`src/rtl/arpc_pkg.sv`:
```
`timescale 1ns / 1ps
// arpc_pkg: shared widths, codes and types of the arp cache resolver
// used by arpc_tables and arp_cache_resolver_unit; no dependencies
package arpc_pkg;

    localparam int MAC_W = 48;
    localparam int IP_W  = 32;
    localparam int OP_W  = 16;
    localparam int KIND_W = 2;
    localparam int CFG_IDX_W = 3;

    localparam logic [MAC_W-1:0] MAC_ALL_ONES = 48'hFFFF_FFFF_FFFF;
    localparam logic [IP_W-1:0]  IP_ALL_ONES  = 32'hFFFF_FFFF;

    // arp operation codes
    localparam logic [OP_W-1:0] OP_REQUEST = 16'd1;
    localparam logic [OP_W-1:0] OP_REPLY   = 16'd2;

    // result kinds
    localparam logic [KIND_W-1:0] KIND_RESOLVED = 2'd0;
    localparam logic [KIND_W-1:0] KIND_REQUEST  = 2'd1;
    localparam logic [KIND_W-1:0] KIND_REPLY    = 2'd2;

    // configuration register indexes
    localparam logic [CFG_IDX_W-1:0] REG_ROUTER_IP   = 3'd0;
    localparam logic [CFG_IDX_W-1:0] REG_SUBNET_MASK = 3'd1;
    localparam logic [CFG_IDX_W-1:0] REG_OWN_MAC     = 3'd2;
    localparam logic [CFG_IDX_W-1:0] REG_LOCAL_IP_A  = 3'd3;
    localparam logic [CFG_IDX_W-1:0] REG_LOCAL_IP_B  = 3'd4;
    localparam logic [CFG_IDX_W-1:0] REG_LOCAL_IP_C  = 3'd5;
    localparam logic [CFG_IDX_W-1:0] REG_LOCAL_IP_D  = 3'd6;

    // write strobes from the sequencer to the tables
    typedef struct packed {
        logic mac_we;
        logic ip_we;
    } tbl_ctl_t;

endpackage

```
`src/rtl/arpc_tables.sv`:
```
`timescale 1ns / 1ps
// arpc_tables: mac table and ip table with slot pointers, registered reads
// depends on arpc_pkg
module arpc_tables #(
    parameter int MAC_ENTRIES = 8,
    parameter int IP_ENTRIES  = 8,
    parameter int MAC_IW      = 3,
    parameter int IP_IW       = 3
) (
    input  logic                     clk,
    input  logic                     rst_n,
    input  arpc_pkg::tbl_ctl_t       ctl,
    input  logic [MAC_IW-1:0]        mac_addr,
    input  logic [IP_IW-1:0]         ip_addr,
    input  logic [arpc_pkg::MAC_W-1:0] mac_wdata,
    input  logic [arpc_pkg::IP_W-1:0]  ip_wdata,
    input  logic [MAC_IW-1:0]        slot_wdata,
    output logic [arpc_pkg::MAC_W-1:0] mac_rdata,
    output logic [arpc_pkg::IP_W-1:0]  ip_rdata,
    output logic [MAC_IW-1:0]        slot_rdata
);
    import arpc_pkg::*;

    logic [MAC_W-1:0]       mac_mem [MAC_ENTRIES];
    logic [IP_W-1:0]        ip_mem [IP_ENTRIES];
    logic [MAC_IW-1:0]      slot_mem [IP_ENTRIES];
    logic [MAC_ENTRIES-1:0] mac_vld_reg;
    logic [IP_ENTRIES-1:0]  ip_vld_reg;
    logic [MAC_W-1:0]       mac_raw_reg;
    logic [IP_W-1:0]        ip_raw_reg;
    logic [MAC_IW-1:0]      slot_raw_reg;
    logic                   mac_rv_reg;
    logic                   ip_rv_reg;

    // memory arrays, written and read at one address each
    always_ff @(posedge clk)
    begin
        if (ctl.mac_we)
        begin
            mac_mem[mac_addr] <= mac_wdata;
        end
        if (ctl.ip_we)
        begin
            ip_mem[ip_addr]   <= ip_wdata;
            slot_mem[ip_addr] <= slot_wdata;
        end
        mac_raw_reg  <= mac_mem[mac_addr];
        ip_raw_reg   <= ip_mem[ip_addr];
        slot_raw_reg <= slot_mem[ip_addr];
    end

    // entry valid bits, cleared at once by reset
    always_ff @(posedge clk or negedge rst_n)
    begin
        if (!rst_n)
        begin
            mac_vld_reg <= '0;
            ip_vld_reg  <= '0;
            mac_rv_reg  <= 1'b0;
            ip_rv_reg   <= 1'b0;
        end
        else
        begin
            if (ctl.mac_we)
            begin
                mac_vld_reg[mac_addr] <= 1'b1;
            end
            if (ctl.ip_we)
            begin
                ip_vld_reg[ip_addr] <= 1'b1;
            end
            mac_rv_reg <= mac_vld_reg[mac_addr];
            ip_rv_reg  <= ip_vld_reg[ip_addr];
        end
    end

    // an entry never written reads as empty
    assign mac_rdata  = mac_rv_reg ? mac_raw_reg : '0;
    assign ip_rdata   = ip_rv_reg ? ip_raw_reg : '0;
    assign slot_rdata = ip_rv_reg ? slot_raw_reg : '0;

endmodule

```
`src/rtl/arp_cache_resolver_unit.sv`:
```
`timescale 1ns / 1ps
// arp_cache_resolver_unit: arp cache, responder and destination resolver
// a learn walks the mac table and then the ip table, a resolve walks the ip
//   table and then reads the mac of the matching slot; each entry is read, then
//   checked by one shared compare unit over the registered table reads
// throughput: one item at a time, start taken when busy is low; done pulses
//   one cycle and the receiver cannot stall; rst_n clears tables and registers
module arp_cache_resolver_unit #(
    parameter int IP_ENTRIES  = 8,
    parameter int MAC_ENTRIES = 8
) (
    input  logic                            clk,
    input  logic                            rst_n,
    input  logic                            start,
    output logic                            busy,
    input  logic                            mode,
    input  logic [arpc_pkg::OP_W-1:0]       arp_opcode,
    input  logic [arpc_pkg::MAC_W-1:0]      sender_mac,
    input  logic [arpc_pkg::IP_W-1:0]       sender_ip,
    input  logic [arpc_pkg::IP_W-1:0]       target_ip,
    input  logic                            cfg_we,
    input  logic [arpc_pkg::CFG_IDX_W-1:0]  cfg_index,
    input  logic [arpc_pkg::MAC_W-1:0]      cfg_data,
    output logic                            done,
    output logic [arpc_pkg::KIND_W-1:0]     result_kind,
    output logic [arpc_pkg::MAC_W-1:0]      dest_mac,
    output logic [arpc_pkg::IP_W-1:0]       frame_sender_ip,
    output logic [arpc_pkg::MAC_W-1:0]      frame_target_mac,
    output logic [arpc_pkg::IP_W-1:0]       frame_target_ip
);
    import arpc_pkg::*;

    localparam int MAC_IW = (MAC_ENTRIES > 1) ? $clog2(MAC_ENTRIES) : 1;
    localparam int IP_IW  = (IP_ENTRIES > 1) ? $clog2(IP_ENTRIES) : 1;
    localparam int CNT_W  = (MAC_IW > IP_IW) ? MAC_IW : IP_IW;
    localparam logic [CNT_W-1:0] MAC_LAST = CNT_W'(MAC_ENTRIES - 1);
    localparam logic [CNT_W-1:0] IP_LAST  = CNT_W'(IP_ENTRIES - 1);

    typedef enum logic [2:0] {
        S_IDLE,
        S_MREAD,
        S_MCHK,
        S_IREAD,
        S_ICHK,
        S_SREAD,
        S_SCHK,
        S_RESULT
    } state_t;

    state_t             state_reg;
    logic [CNT_W-1:0]   idx_reg;
    logic [MAC_IW-1:0]  slot_reg;
    logic               mode_reg;
    logic [MAC_W-1:0]   smac_reg;
    logic [IP_W-1:0]    key_ip_reg;
    logic               emit_reg;
    logic               done_reg;
    logic [KIND_W-1:0]  kind_reg;
    logic [MAC_W-1:0]   dmac_reg;
    logic [IP_W-1:0]    fsip_reg;
    logic [MAC_W-1:0]   ftmac_reg;
    logic [IP_W-1:0]    ftip_reg;

    logic [IP_W-1:0]    router_ip_reg;
    logic [IP_W-1:0]    subnet_mask_reg;
    logic [MAC_W-1:0]   own_mac_reg;
    logic [IP_W-1:0]    local_ip_a_reg;
    logic [IP_W-1:0]    local_ip_b_reg;
    logic [IP_W-1:0]    local_ip_c_reg;
    logic [IP_W-1:0]    local_ip_d_reg;

    tbl_ctl_t           tbl_ctl;
    logic [MAC_IW-1:0]  mac_addr;
    logic [IP_IW-1:0]   ip_addr;
    logic [MAC_W-1:0]   mac_rdata;
    logic [IP_W-1:0]    ip_rdata;
    logic [MAC_IW-1:0]  slot_rdata;

    logic [MAC_W-1:0]   cmp_data;
    logic [MAC_W-1:0]   cmp_key;
    logic               cmp_eq;
    logic               cmp_zero;
    logic               is_local;
    logic               do_learn;
    logic               off_subnet;
    logic [IP_W-1:0]    dst_ip;
    logic               accept;

    // configuration registers
    always_ff @(posedge clk or negedge rst_n)
    begin
        if (!rst_n)
        begin
            router_ip_reg   <= '0;
            subnet_mask_reg <= '0;
            own_mac_reg     <= '0;
            local_ip_a_reg  <= '0;
            local_ip_b_reg  <= '0;
            local_ip_c_reg  <= '0;
            local_ip_d_reg  <= '0;
        end
        else if (cfg_we)
        begin
            case (cfg_index)
                REG_ROUTER_IP:   router_ip_reg   <= cfg_data[IP_W-1:0];
                REG_SUBNET_MASK: subnet_mask_reg <= cfg_data[IP_W-1:0];
                REG_OWN_MAC:     own_mac_reg     <= cfg_data;
                REG_LOCAL_IP_A:  local_ip_a_reg  <= cfg_data[IP_W-1:0];
                REG_LOCAL_IP_B:  local_ip_b_reg  <= cfg_data[IP_W-1:0];
                REG_LOCAL_IP_C:  local_ip_c_reg  <= cfg_data[IP_W-1:0];
                REG_LOCAL_IP_D:  local_ip_d_reg  <= cfg_data[IP_W-1:0];
                default:         ;
            endcase
        end
    end

    // item decode at accept
    assign accept   = start && (state_reg == S_IDLE);
    assign is_local = (target_ip != '0) &&
                      ((target_ip == local_ip_a_reg) || (target_ip == local_ip_b_reg) ||
                       (target_ip == local_ip_c_reg) || (target_ip == local_ip_d_reg));
    assign do_learn = ((arp_opcode == OP_REQUEST) || (arp_opcode == OP_REPLY)) &&
                      (sender_ip != '0) && (sender_mac != '0);
    assign off_subnet = (target_ip & subnet_mask_reg) != (router_ip_reg & subnet_mask_reg);
    assign dst_ip     = off_subnet ? router_ip_reg : target_ip;

    // shared compare unit over the table read data
    assign cmp_data = (state_reg == S_MCHK) ? mac_rdata : MAC_W'(ip_rdata);
    assign cmp_key  = (state_reg == S_MCHK) ? smac_reg : MAC_W'(key_ip_reg);
    assign cmp_eq   = (cmp_data == cmp_key);
    assign cmp_zero = (cmp_data == '0);

    // table addressing and write strobes
    assign mac_addr = (state_reg == S_SREAD) ? slot_reg : idx_reg[MAC_IW-1:0];
    assign ip_addr  = idx_reg[IP_IW-1:0];
    assign tbl_ctl.mac_we = (state_reg == S_MCHK) && (cmp_eq || cmp_zero);
    assign tbl_ctl.ip_we  = (state_reg == S_ICHK) && !mode_reg && (cmp_eq || cmp_zero);

    arpc_tables #(
        .MAC_ENTRIES (MAC_ENTRIES),
        .IP_ENTRIES  (IP_ENTRIES),
        .MAC_IW      (MAC_IW),
        .IP_IW       (IP_IW)
    ) u_tables (
        .clk        (clk),
        .rst_n      (rst_n),
        .ctl        (tbl_ctl),
        .mac_addr   (mac_addr),
        .ip_addr    (ip_addr),
        .mac_wdata  (smac_reg),
        .ip_wdata   (key_ip_reg),
        .slot_wdata (slot_reg),
        .mac_rdata  (mac_rdata),
        .ip_rdata   (ip_rdata),
        .slot_rdata (slot_rdata)
    );

    // sequencer with registered result
    always_ff @(posedge clk or negedge rst_n)
    begin
        if (!rst_n)
        begin
            state_reg  <= S_IDLE;
            idx_reg    <= '0;
            slot_reg   <= '0;
            mode_reg   <= 1'b0;
            smac_reg   <= '0;
            key_ip_reg <= '0;
            emit_reg   <= 1'b0;
            done_reg   <= 1'b0;
            kind_reg   <= KIND_RESOLVED;
            dmac_reg   <= '0;
            fsip_reg   <= '0;
            ftmac_reg  <= '0;
            ftip_reg   <= '0;
        end
        else
        begin
            done_reg <= 1'b0;
            case (state_reg)
                S_IDLE:
                begin
                    if (accept)
                    begin
                        mode_reg <= mode;
                        smac_reg <= sender_mac;
                        idx_reg  <= '0;
                        if (!mode)
                        begin
                            // arp message: reply fields are known up front
                            key_ip_reg <= sender_ip;
                            emit_reg   <= (arp_opcode == OP_REQUEST) && is_local;
                            kind_reg   <= KIND_REPLY;
                            dmac_reg   <= sender_mac;
                            fsip_reg   <= target_ip;
                            ftmac_reg  <= sender_mac;
                            ftip_reg   <= sender_ip;
                            state_reg  <= do_learn ? S_MREAD : S_RESULT;
                        end
                        else
                        begin
                            // resolve: default is a request frame on a miss
                            key_ip_reg <= dst_ip;
                            emit_reg   <= 1'b1;
                            ftmac_reg  <= '0;
                            if (dst_ip == IP_ALL_ONES)
                            begin
                                kind_reg  <= KIND_RESOLVED;
                                dmac_reg  <= MAC_ALL_ONES;
                                fsip_reg  <= '0;
                                ftip_reg  <= '0;
                                state_reg <= S_RESULT;
                            end
                            else
                            begin
                                kind_reg  <= KIND_REQUEST;
                                dmac_reg  <= '0;
                                fsip_reg  <= sender_ip;
                                ftip_reg  <= dst_ip;
                                state_reg <= (dst_ip == '0) ? S_RESULT : S_IREAD;
                            end
                        end
                    end
                end
                S_MREAD:
                begin
                    state_reg <= S_MCHK;
                end
                S_MCHK:
                begin
                    // mac entry equal or empty takes the learn
                    if (cmp_eq || cmp_zero)
                    begin
                        slot_reg  <= idx_reg[MAC_IW-1:0];
                        idx_reg   <= '0;
                        state_reg <= S_IREAD;
                    end
                    else if (idx_reg == MAC_LAST)
                    begin
                        state_reg <= S_RESULT;
                    end
                    else
                    begin
                        idx_reg   <= idx_reg + 1'b1;
                        state_reg <= S_MREAD;
                    end
                end
                S_IREAD:
                begin
                    state_reg <= S_ICHK;
                end
                S_ICHK:
                begin
                    if (!mode_reg && (cmp_eq || cmp_zero))
                    begin
                        state_reg <= S_RESULT;
                    end
                    else if (mode_reg && cmp_eq)
                    begin
                        // hit: fetch the mac that the entry points at
                        slot_reg  <= slot_rdata;
                        state_reg <= S_SREAD;
                    end
                    else if (idx_reg == IP_LAST)
                    begin
                        state_reg <= S_RESULT;
                    end
                    else
                    begin
                        idx_reg   <= idx_reg + 1'b1;
                        state_reg <= S_IREAD;
                    end
                end
                S_SREAD:
                begin
                    state_reg <= S_SCHK;
                end
                S_SCHK:
                begin
                    kind_reg  <= KIND_RESOLVED;
                    dmac_reg  <= mac_rdata;
                    fsip_reg  <= '0;
                    ftip_reg  <= '0;
                    state_reg <= S_RESULT;
                end
                S_RESULT:
                begin
                    done_reg  <= emit_reg;
                    state_reg <= S_IDLE;
                end
                default:
                begin
                    state_reg <= S_IDLE;
                end
            endcase
        end
    end

    assign busy             = (state_reg != S_IDLE);
    assign done             = done_reg;
    assign result_kind      = kind_reg;
    assign dest_mac         = dmac_reg;
    assign frame_sender_ip  = fsip_reg;
    assign frame_target_mac = ftmac_reg;
    assign frame_target_ip  = ftip_reg;

`ifndef SYNTHESIS
    // a result only follows the closing step of an item
    assert property (@(posedge clk) disable iff (!rst_n)
        done |-> $past(state_reg == S_RESULT))
        else $error("result without closing step");

    // an accepted item always occupies the block
    assert property (@(posedge clk) disable iff (!rst_n)
        (start && !busy) |=> busy)
        else $error("accepted item did not start");

    // result kind is one of the three defined codes
    assert property (@(posedge clk) disable iff (!rst_n)
        done |-> (result_kind == KIND_RESOLVED || result_kind == KIND_REQUEST ||
                  result_kind == KIND_REPLY))
        else $error("bad result kind");

    // table writes happen only during a learn
    assert property (@(posedge clk) disable iff (!rst_n)
        (tbl_ctl.mac_we || tbl_ctl.ip_we) |-> !mode_reg)
        else $error("table write during resolve");
`endif

endmodule

```
`config.mk`:
```
export PLATFORM = sky130hd
export DESIGN_NAME = arp_cache_resolver_unit
export DESIGN_NICKNAME = d
export VERILOG_FILES = /design/src/rtl/arpc_pkg.sv /design/src/rtl/arpc_tables.sv /design/src/rtl/arp_cache_resolver_unit.sv
export SDC_FILE = /design/constraint.sdc
export NUM_CORES = 2
export LEC_CHECK = 0
export ABC_AREA = 1
export BUFFER_PORTS_ARGS = -buffer_cell sky130_fd_sc_hd__buf_4
export CAP_MARGIN = 5
export CORE_MARGIN = 2
export CORE_UTILIZATION = 55
export DETAILED_ROUTE_END_ITERATION = 8
export GPL_TIMING_DRIVEN = 0
export PLACE_DENSITY_LB_ADDON = 0.1
export REMOVE_ABC_BUFFERS = 1
export SYNTH_ARGS = -nofsm -noshare
export SYNTH_HDL_FRONTEND = slang
export SYNTH_HIERARCHICAL = 1
export SYNTH_SLANG_ARGS = --single-unit
```
`constraint.sdc`:
```
create_clock -name clk -period 4.97 [get_ports clk]
set_input_delay 0.994 -clock clk [delete_from_list [all_inputs] [get_ports clk]]
set_output_delay 0.994 -clock clk [all_outputs]
set_load 0.1 [all_outputs]
```
Word-level counts from Yosys, hierarchy flattened
Memory sizes are Yosys's and may differ from the RTL's. A register that Yosys moved wholly into a read port is not among the register bits.
Index checks and enable logic that the tools add are counted.
W data, S select, Z words.
- memories: 3
- memory bits (writable): 664
- output and inout port bits: 164
- input port bits: 184
- flip-flop bits (word level): 464
- word-level logic and storage cells: 161
- bitwise logic cells: 4
- mux-type cells: 60
- $add $sub $neg: 1
- order comparisons: 4
- reduce and logical (&&, ||, !) cells: 39
- equality and inequality tests: 27
- memory list (name ; words ; width ; read ports ; clocked after Yosys merged registers in ; write ports ; line ; source):
    u_tables.mac_mem ; 8 ; 48 ; 1 ; 1 ; 1 ; arpc_tables.sv:24 ; logic [MAC_W-1:0] mac_mem [MAC_ENTRIES];
    u_tables.ip_mem ; 8 ; 32 ; 1 ; 1 ; 1 ; arpc_tables.sv:25 ; logic [IP_W-1:0] ip_mem [IP_ENTRIES];
    u_tables.slot_mem ; 8 ; 3 ; 1 ; 1 ; 1 ; arpc_tables.sv:26 ; logic [MAC_IW-1:0] slot_mem [IP_ENTRIES];
- operators by type and width (cell ; count):
    $mux W48 ; 7
    $mux W32 ; 9
    $eq A32 B32 Y1 ; 4
    $pmux W32 S2 ; 2
    $pmux W48 S2 ; 1
    $and A32 B32 Y32 ; 2
    $reduce_bool A32 Y1 ; 2
    $mux W3 ; 20
    $eq A48 B48 Y1 ; 1
    $logic_not A48 Y1 ; 1
    $reduce_bool A48 Y1 ; 1
    $eq A32 B32 Y1 const B ; 1
    $logic_not A32 Y1 ; 1
    $ne A32 B32 Y1 ; 1
    $eq A3 B3 Y1 const B ; 8
    $pmux W3 S8 ; 1
    $eq A16 B1 Y1 const B ; 1
    $eq A16 B2 Y1 const B ; 1
    $or A8 B8 Y8 ; 2
    $reduce_and A2 Y1 ; 8
    $logic_and A1 B1 Y1 ; 12
    $mux W1 ; 11
    $eq A3 B2 Y1 const B ; 3
    $pmux W3 S3 ; 1
    other kinds (17) ; 34

Depth between registers and ports, before layout
- depth after elaboration: 9
- gate-level depth with buffers: 24
- gate-level depth less buffers: 22

Hierarchy
Netlist, hierarchy kept.
- by module, submodules not included (module ; area each (sq um) ; seq. area each (sq um) ; times used ; cells each):
    arpc_tables ; 30750.7 ; 22051.1 ; 1 ; 2912
    arp_cache_resolver_unit ; 23625.2 ; 11160.7 ; 1 ; 3198

Worst setup path after synthesis
No wires, ideal clock.
- path type: flip-flop to flip-flop
- start: reg u_tables.mac_rv_reg
- end: mem u_tables.ip_mem[0][0] (enable)
- clock period less this slack: 5.192 ns
- setup time: 0.472 ns
- cell stages (with the launch flop): 23
- buffers on the path: 2
- arrival time: 4.720 ns
- data required time: 4.498 ns
- path slack: -0.222 ns
- cells stage by stage: dfrtp_1 clkbuf_1 clkbuf_1 nand2_1 inv_1 inv_1 nand2_1 o21ai_0 nor2_1 nand2_1 nor2_1 nand2_1 nand2_1 nand2_1 inv_1 nand2_1 nor2_1 nand2_1 nand2_2 nand3_2 inv_1 nand2_1 nor3_1
- RTL lines (what ; line ; source):
    start, declared ; arpc_tables.sv:32 ; logic mac_rv_reg;
    start signal, assigned ; arpc_tables.sv:72 ; mac_rv_reg <= mac_vld_reg[mac_addr];
    end, declared ; arpc_tables.sv:25 ;

==> run metrics <==
CORE AREA 98130 µm²; Power Dens Cells 574.8 nW/µm²; HP Class in2async; Final TNS setup 0 ns; Pint 21.40 mW; clock sinks 1211; RSZ-0062 raised after global routing false; Worst EP arrival 5.19 ns; Unique masters post-synth 45; Clock power frac 0.253; CTS tree yes; post-route cell area 63170 µm²; count of buffers from port buffering 331; Reg2Reg Setup Slack 0.18 ns; max-slew violations 0; CTS Buffer Depth 3; Clock Pin Slew Worst Setup and Hold Paths 0.06 ns; Mean Syn Cell Area 8.899 µm²; Switching Fraction 0.4107; Seq pwr share 0.401; Tmin final 4.793 ns; Worst-Skew Late Latency 0.72 ns; initial DRC count 4261; HPWL Detailed 101900 µm; Seq/Total Area, Yosys 0.6108; Synth Instances 6110; largest net degree at the start of global routing 129; # fillers 8033; Crit Path Max Fanout 25; share of flip-flops with an asynchronous set or reset 0.3832; critical path startpoint category register; yosys warns 6; via count of the first global-routing pass 39730; Worst slew margin 0.1795; Root Driver clkbuf_16; GRT Residual Overflow 0; Logic pwr share 0.346; Avg Vias per Cell 5.407; CP endpoint kind register; initial antenna violation count 12; FF-to-FF Start u_tables/mac_rv_reg$_DFF_PN0_; worst slew pin tran 1.228 ns; TritonCTS Buffers 120; P&R area growth vs syn 16.17%; MaxCap Viol Count 0; H-tree depth 3; Top reg by flops u_tables/mac_mem; first-pass GRT wire length 235100 µm; static leakage 30.41 nW; Post-synth EDFFs 664; R2R cell count 23; FF-to-FF End u_tables/mac_mem[3][46]$_DFFE_PP_; Chip Width 318.4 µm; IO Pins 348; WP data required 5.37 ns; Mapped Area 54380 µm²; Final Non-Filler Cells 7753; f_max 208.6 MHz; Seq cells post-synth 1211; total power 36.31 mW; hold_buf cts 0; routed via count 41920; Final Skew 0.03526 ns; final core utilization 0.6437; Max VDD drop 0.4102 mV; DRT antenna net count 0; Rows 115; final setup violating endpoints 0; Starting Density 0.5541; Avg WL per Cell 20.13 µm; Area after DPL 58870 µm²; final hold violation count 0; Switch Pwr 14.91 mW; Die ar. 101400 µm²; status complete, no violations; max FFs per register 384; Die H 318.4 µm; drt drc 0; # placed instances 7493; routed wire length 156100 µm; CP Class reg2reg; GRT Total Usage 0.3043; crit share post-route 0.9645; Top Registers u_tables/mac_mem x384, u_tables/ip_mem x256; share of cells above drive strength 1 0.1150; Pre-antenna DRT Iters 6; final net count 6542; routability cong. 0.9004; Synth Flop Type edfxtp_1
[metal layers]
metal	share of wire	GRT usage	wire length, µm
met1	0.42	0.4245	65650
met2	0.46	0.4791	71780
met5	0.000083	0	13
met4	0.045	0.1322	7038
met3	0.074	0.04350	11600
[how the worst max path moves through the flow]
stage,from,end,slack [ns],cells past startpoint
2_1_floorplan,idx_reg[0]$_DFFE_PN0P_,u_tables/mac_mem[2][0]$_DFFE_PP_,-16.53,5
3_3_place_gp,idx_reg[0]$_DFFE_PN0P_,u_tables/mac_mem[2][37]$_DFFE_PP_,-38.67,5
3_5_place_dp,state_reg[0]$_DFFE_PN0N_,u_tables/ip_mem[0][0]$_DFFE_PP_,-0.55,21
4_1_cts,u_tables/mac_rv_reg$_DFF_PN0_,u_tables/ip_mem[0][0]$_DFFE_PP_,0.05,24
5_1_grt,u_tables/mac_rv_reg$_DFF_PN0_,u_tables/ip_mem[4][26]$_DFFE_PP_,0.006,22
6_report,u_tables/mac_rv_reg$_DFF_PN0_,u_tables/mac_mem[3][46]$_DFFE_PP_,0.18,23
[per-stage QoR]
step / hold WS, ns / setup slack [ns]
floorplan: 0.4274 / -16.53
global placement: 0.4402 / -38.67
detailed placement: 0.4461 / -0.5485
CTS: 0.2360 / 0.04772
global route: 0.2571 / 0.006335
finish: 0.2508 / 0.1766
[critical path, cell delays in order (launching register included)]
cell and delay, ns:
dfrtp_4 0.70, buf_12 0.25, nand2_1 0.09, inv_1 0.08, inv_1 0.09, nand2_1 0.06
o21ai_0 0.08, nor2_1 0.13, nand2_1 0.08, nor2_1 0.10, nand2_1 0.17, nand2_1 0.12
nand2_1 0.08, inv_1 0.07, nand2_1 0.05, nor2_1 0.35, nand2_1 0.22, nand2_2 0.15
nand2_1 0.11, inv_1 0.10, nand2_1 0.32, nor2_4 0.47, buf_12 0.28, buf_12 0.23
[cell type report]
class / count / area, µm² / area share
Multi-Input combinational cell: 3746 / 16860 / 0.2669
Timing Repair Buffer: 426 / 4267 / 0.06754
Clock buffer: 156 / 3241 / 0.05130
Timing Repair inverter: 1 / 7.507 / 0.0001188
Sequential cell: 1211 / 33220 / 0.5259
Antenna cell: 7 / 17.52 / 0.0002773
Tap cell: 1287 / 1610 / 0.02549
Clock inverter: 68 / 725.7 / 0.01149
Inverter: 851 / 3221 / 0.05099
[kinds of logic after synthesis]
| logic type | after synthesis | share of synthesized area |
|---|---|---|
| flip-flops | 1211 | 0.6108 |
| AO/OA/AOI/OAI | 474 | 0.04662 |
| adder cells (fa/ha/maj) | 1 | 0.0002301 |
| AND/OR/NAND/NOR | 3125 | 0.2350 |
| buffers and inverters | 1155 | 0.08413 |
| XOR/XNOR | 144 | 0.02319 |
[power by group through the flow]
stage               Sequential, mW  Clock, mW  Combinational (mW)
finish                        14.6       9.17                12.6
global route                  14.8       9.66                13.5
floorplan                     17.9          0                5.29
detailed placement            14.7          0                12.4
CTS                           14.6       9.28                12.5
global placement              14.8          0                12.0
[synthesized netlist by cell type, types with 5 or more instances]
cell type,instances,area (µm²)
a21oi_1,39,195.2
nor2_1,242,908.4
or2_0,14,87.58
dfrtp_1,464,11610
buf_1,10,37.54
or2_2,37,231.5
a31oi_1,7,43.79
dfxtp_1,83,1662
o21ai_0,353,1767
nand2_1,2282,8566
nand4_1,81,506.7
inv_2,43,161.4
a22oi_1,33,247.7
buf_2,107,535.5
edfxtp_1,664,19940
o21bai_1,20,150.1
buf_6,10,112.6
nor3_1,5,25.02
o21ai_1,14,70.07
clkbuf_1,169,634.4
xnor2_1,8,70.07
nor4_1,59,369.1
nor2_2,5,31.28
inv_1,806,3025
nand3_1,382,1912
buf_4,8,60.06
xor2_1,136,1191
[layout by cell type (no fill, tap or decap), types with 43 or more instances in the layout]
cell type  count
nand4_1       81
nor4_1        58
dfrtp_1      460
nand2_1     2274
clkbuf_16    122
xor2_1       136
buf_12        43
nand3_1      380
buf_4        352
dfxtp_1       83
o21ai_0      352
edfxtp_1     664
nor2_1       223
inv_1        803
[timing repair]
item,4_1_cts,5_1_grt
endpoints found under the hold margin,0,0
pin swaps,1,11
setup endpoints to repair,416,437
cloned,1,2
setup buffers,1,24
gates resized for setup,4,3
Note: power is estimated with default switching activity, not from simulation.
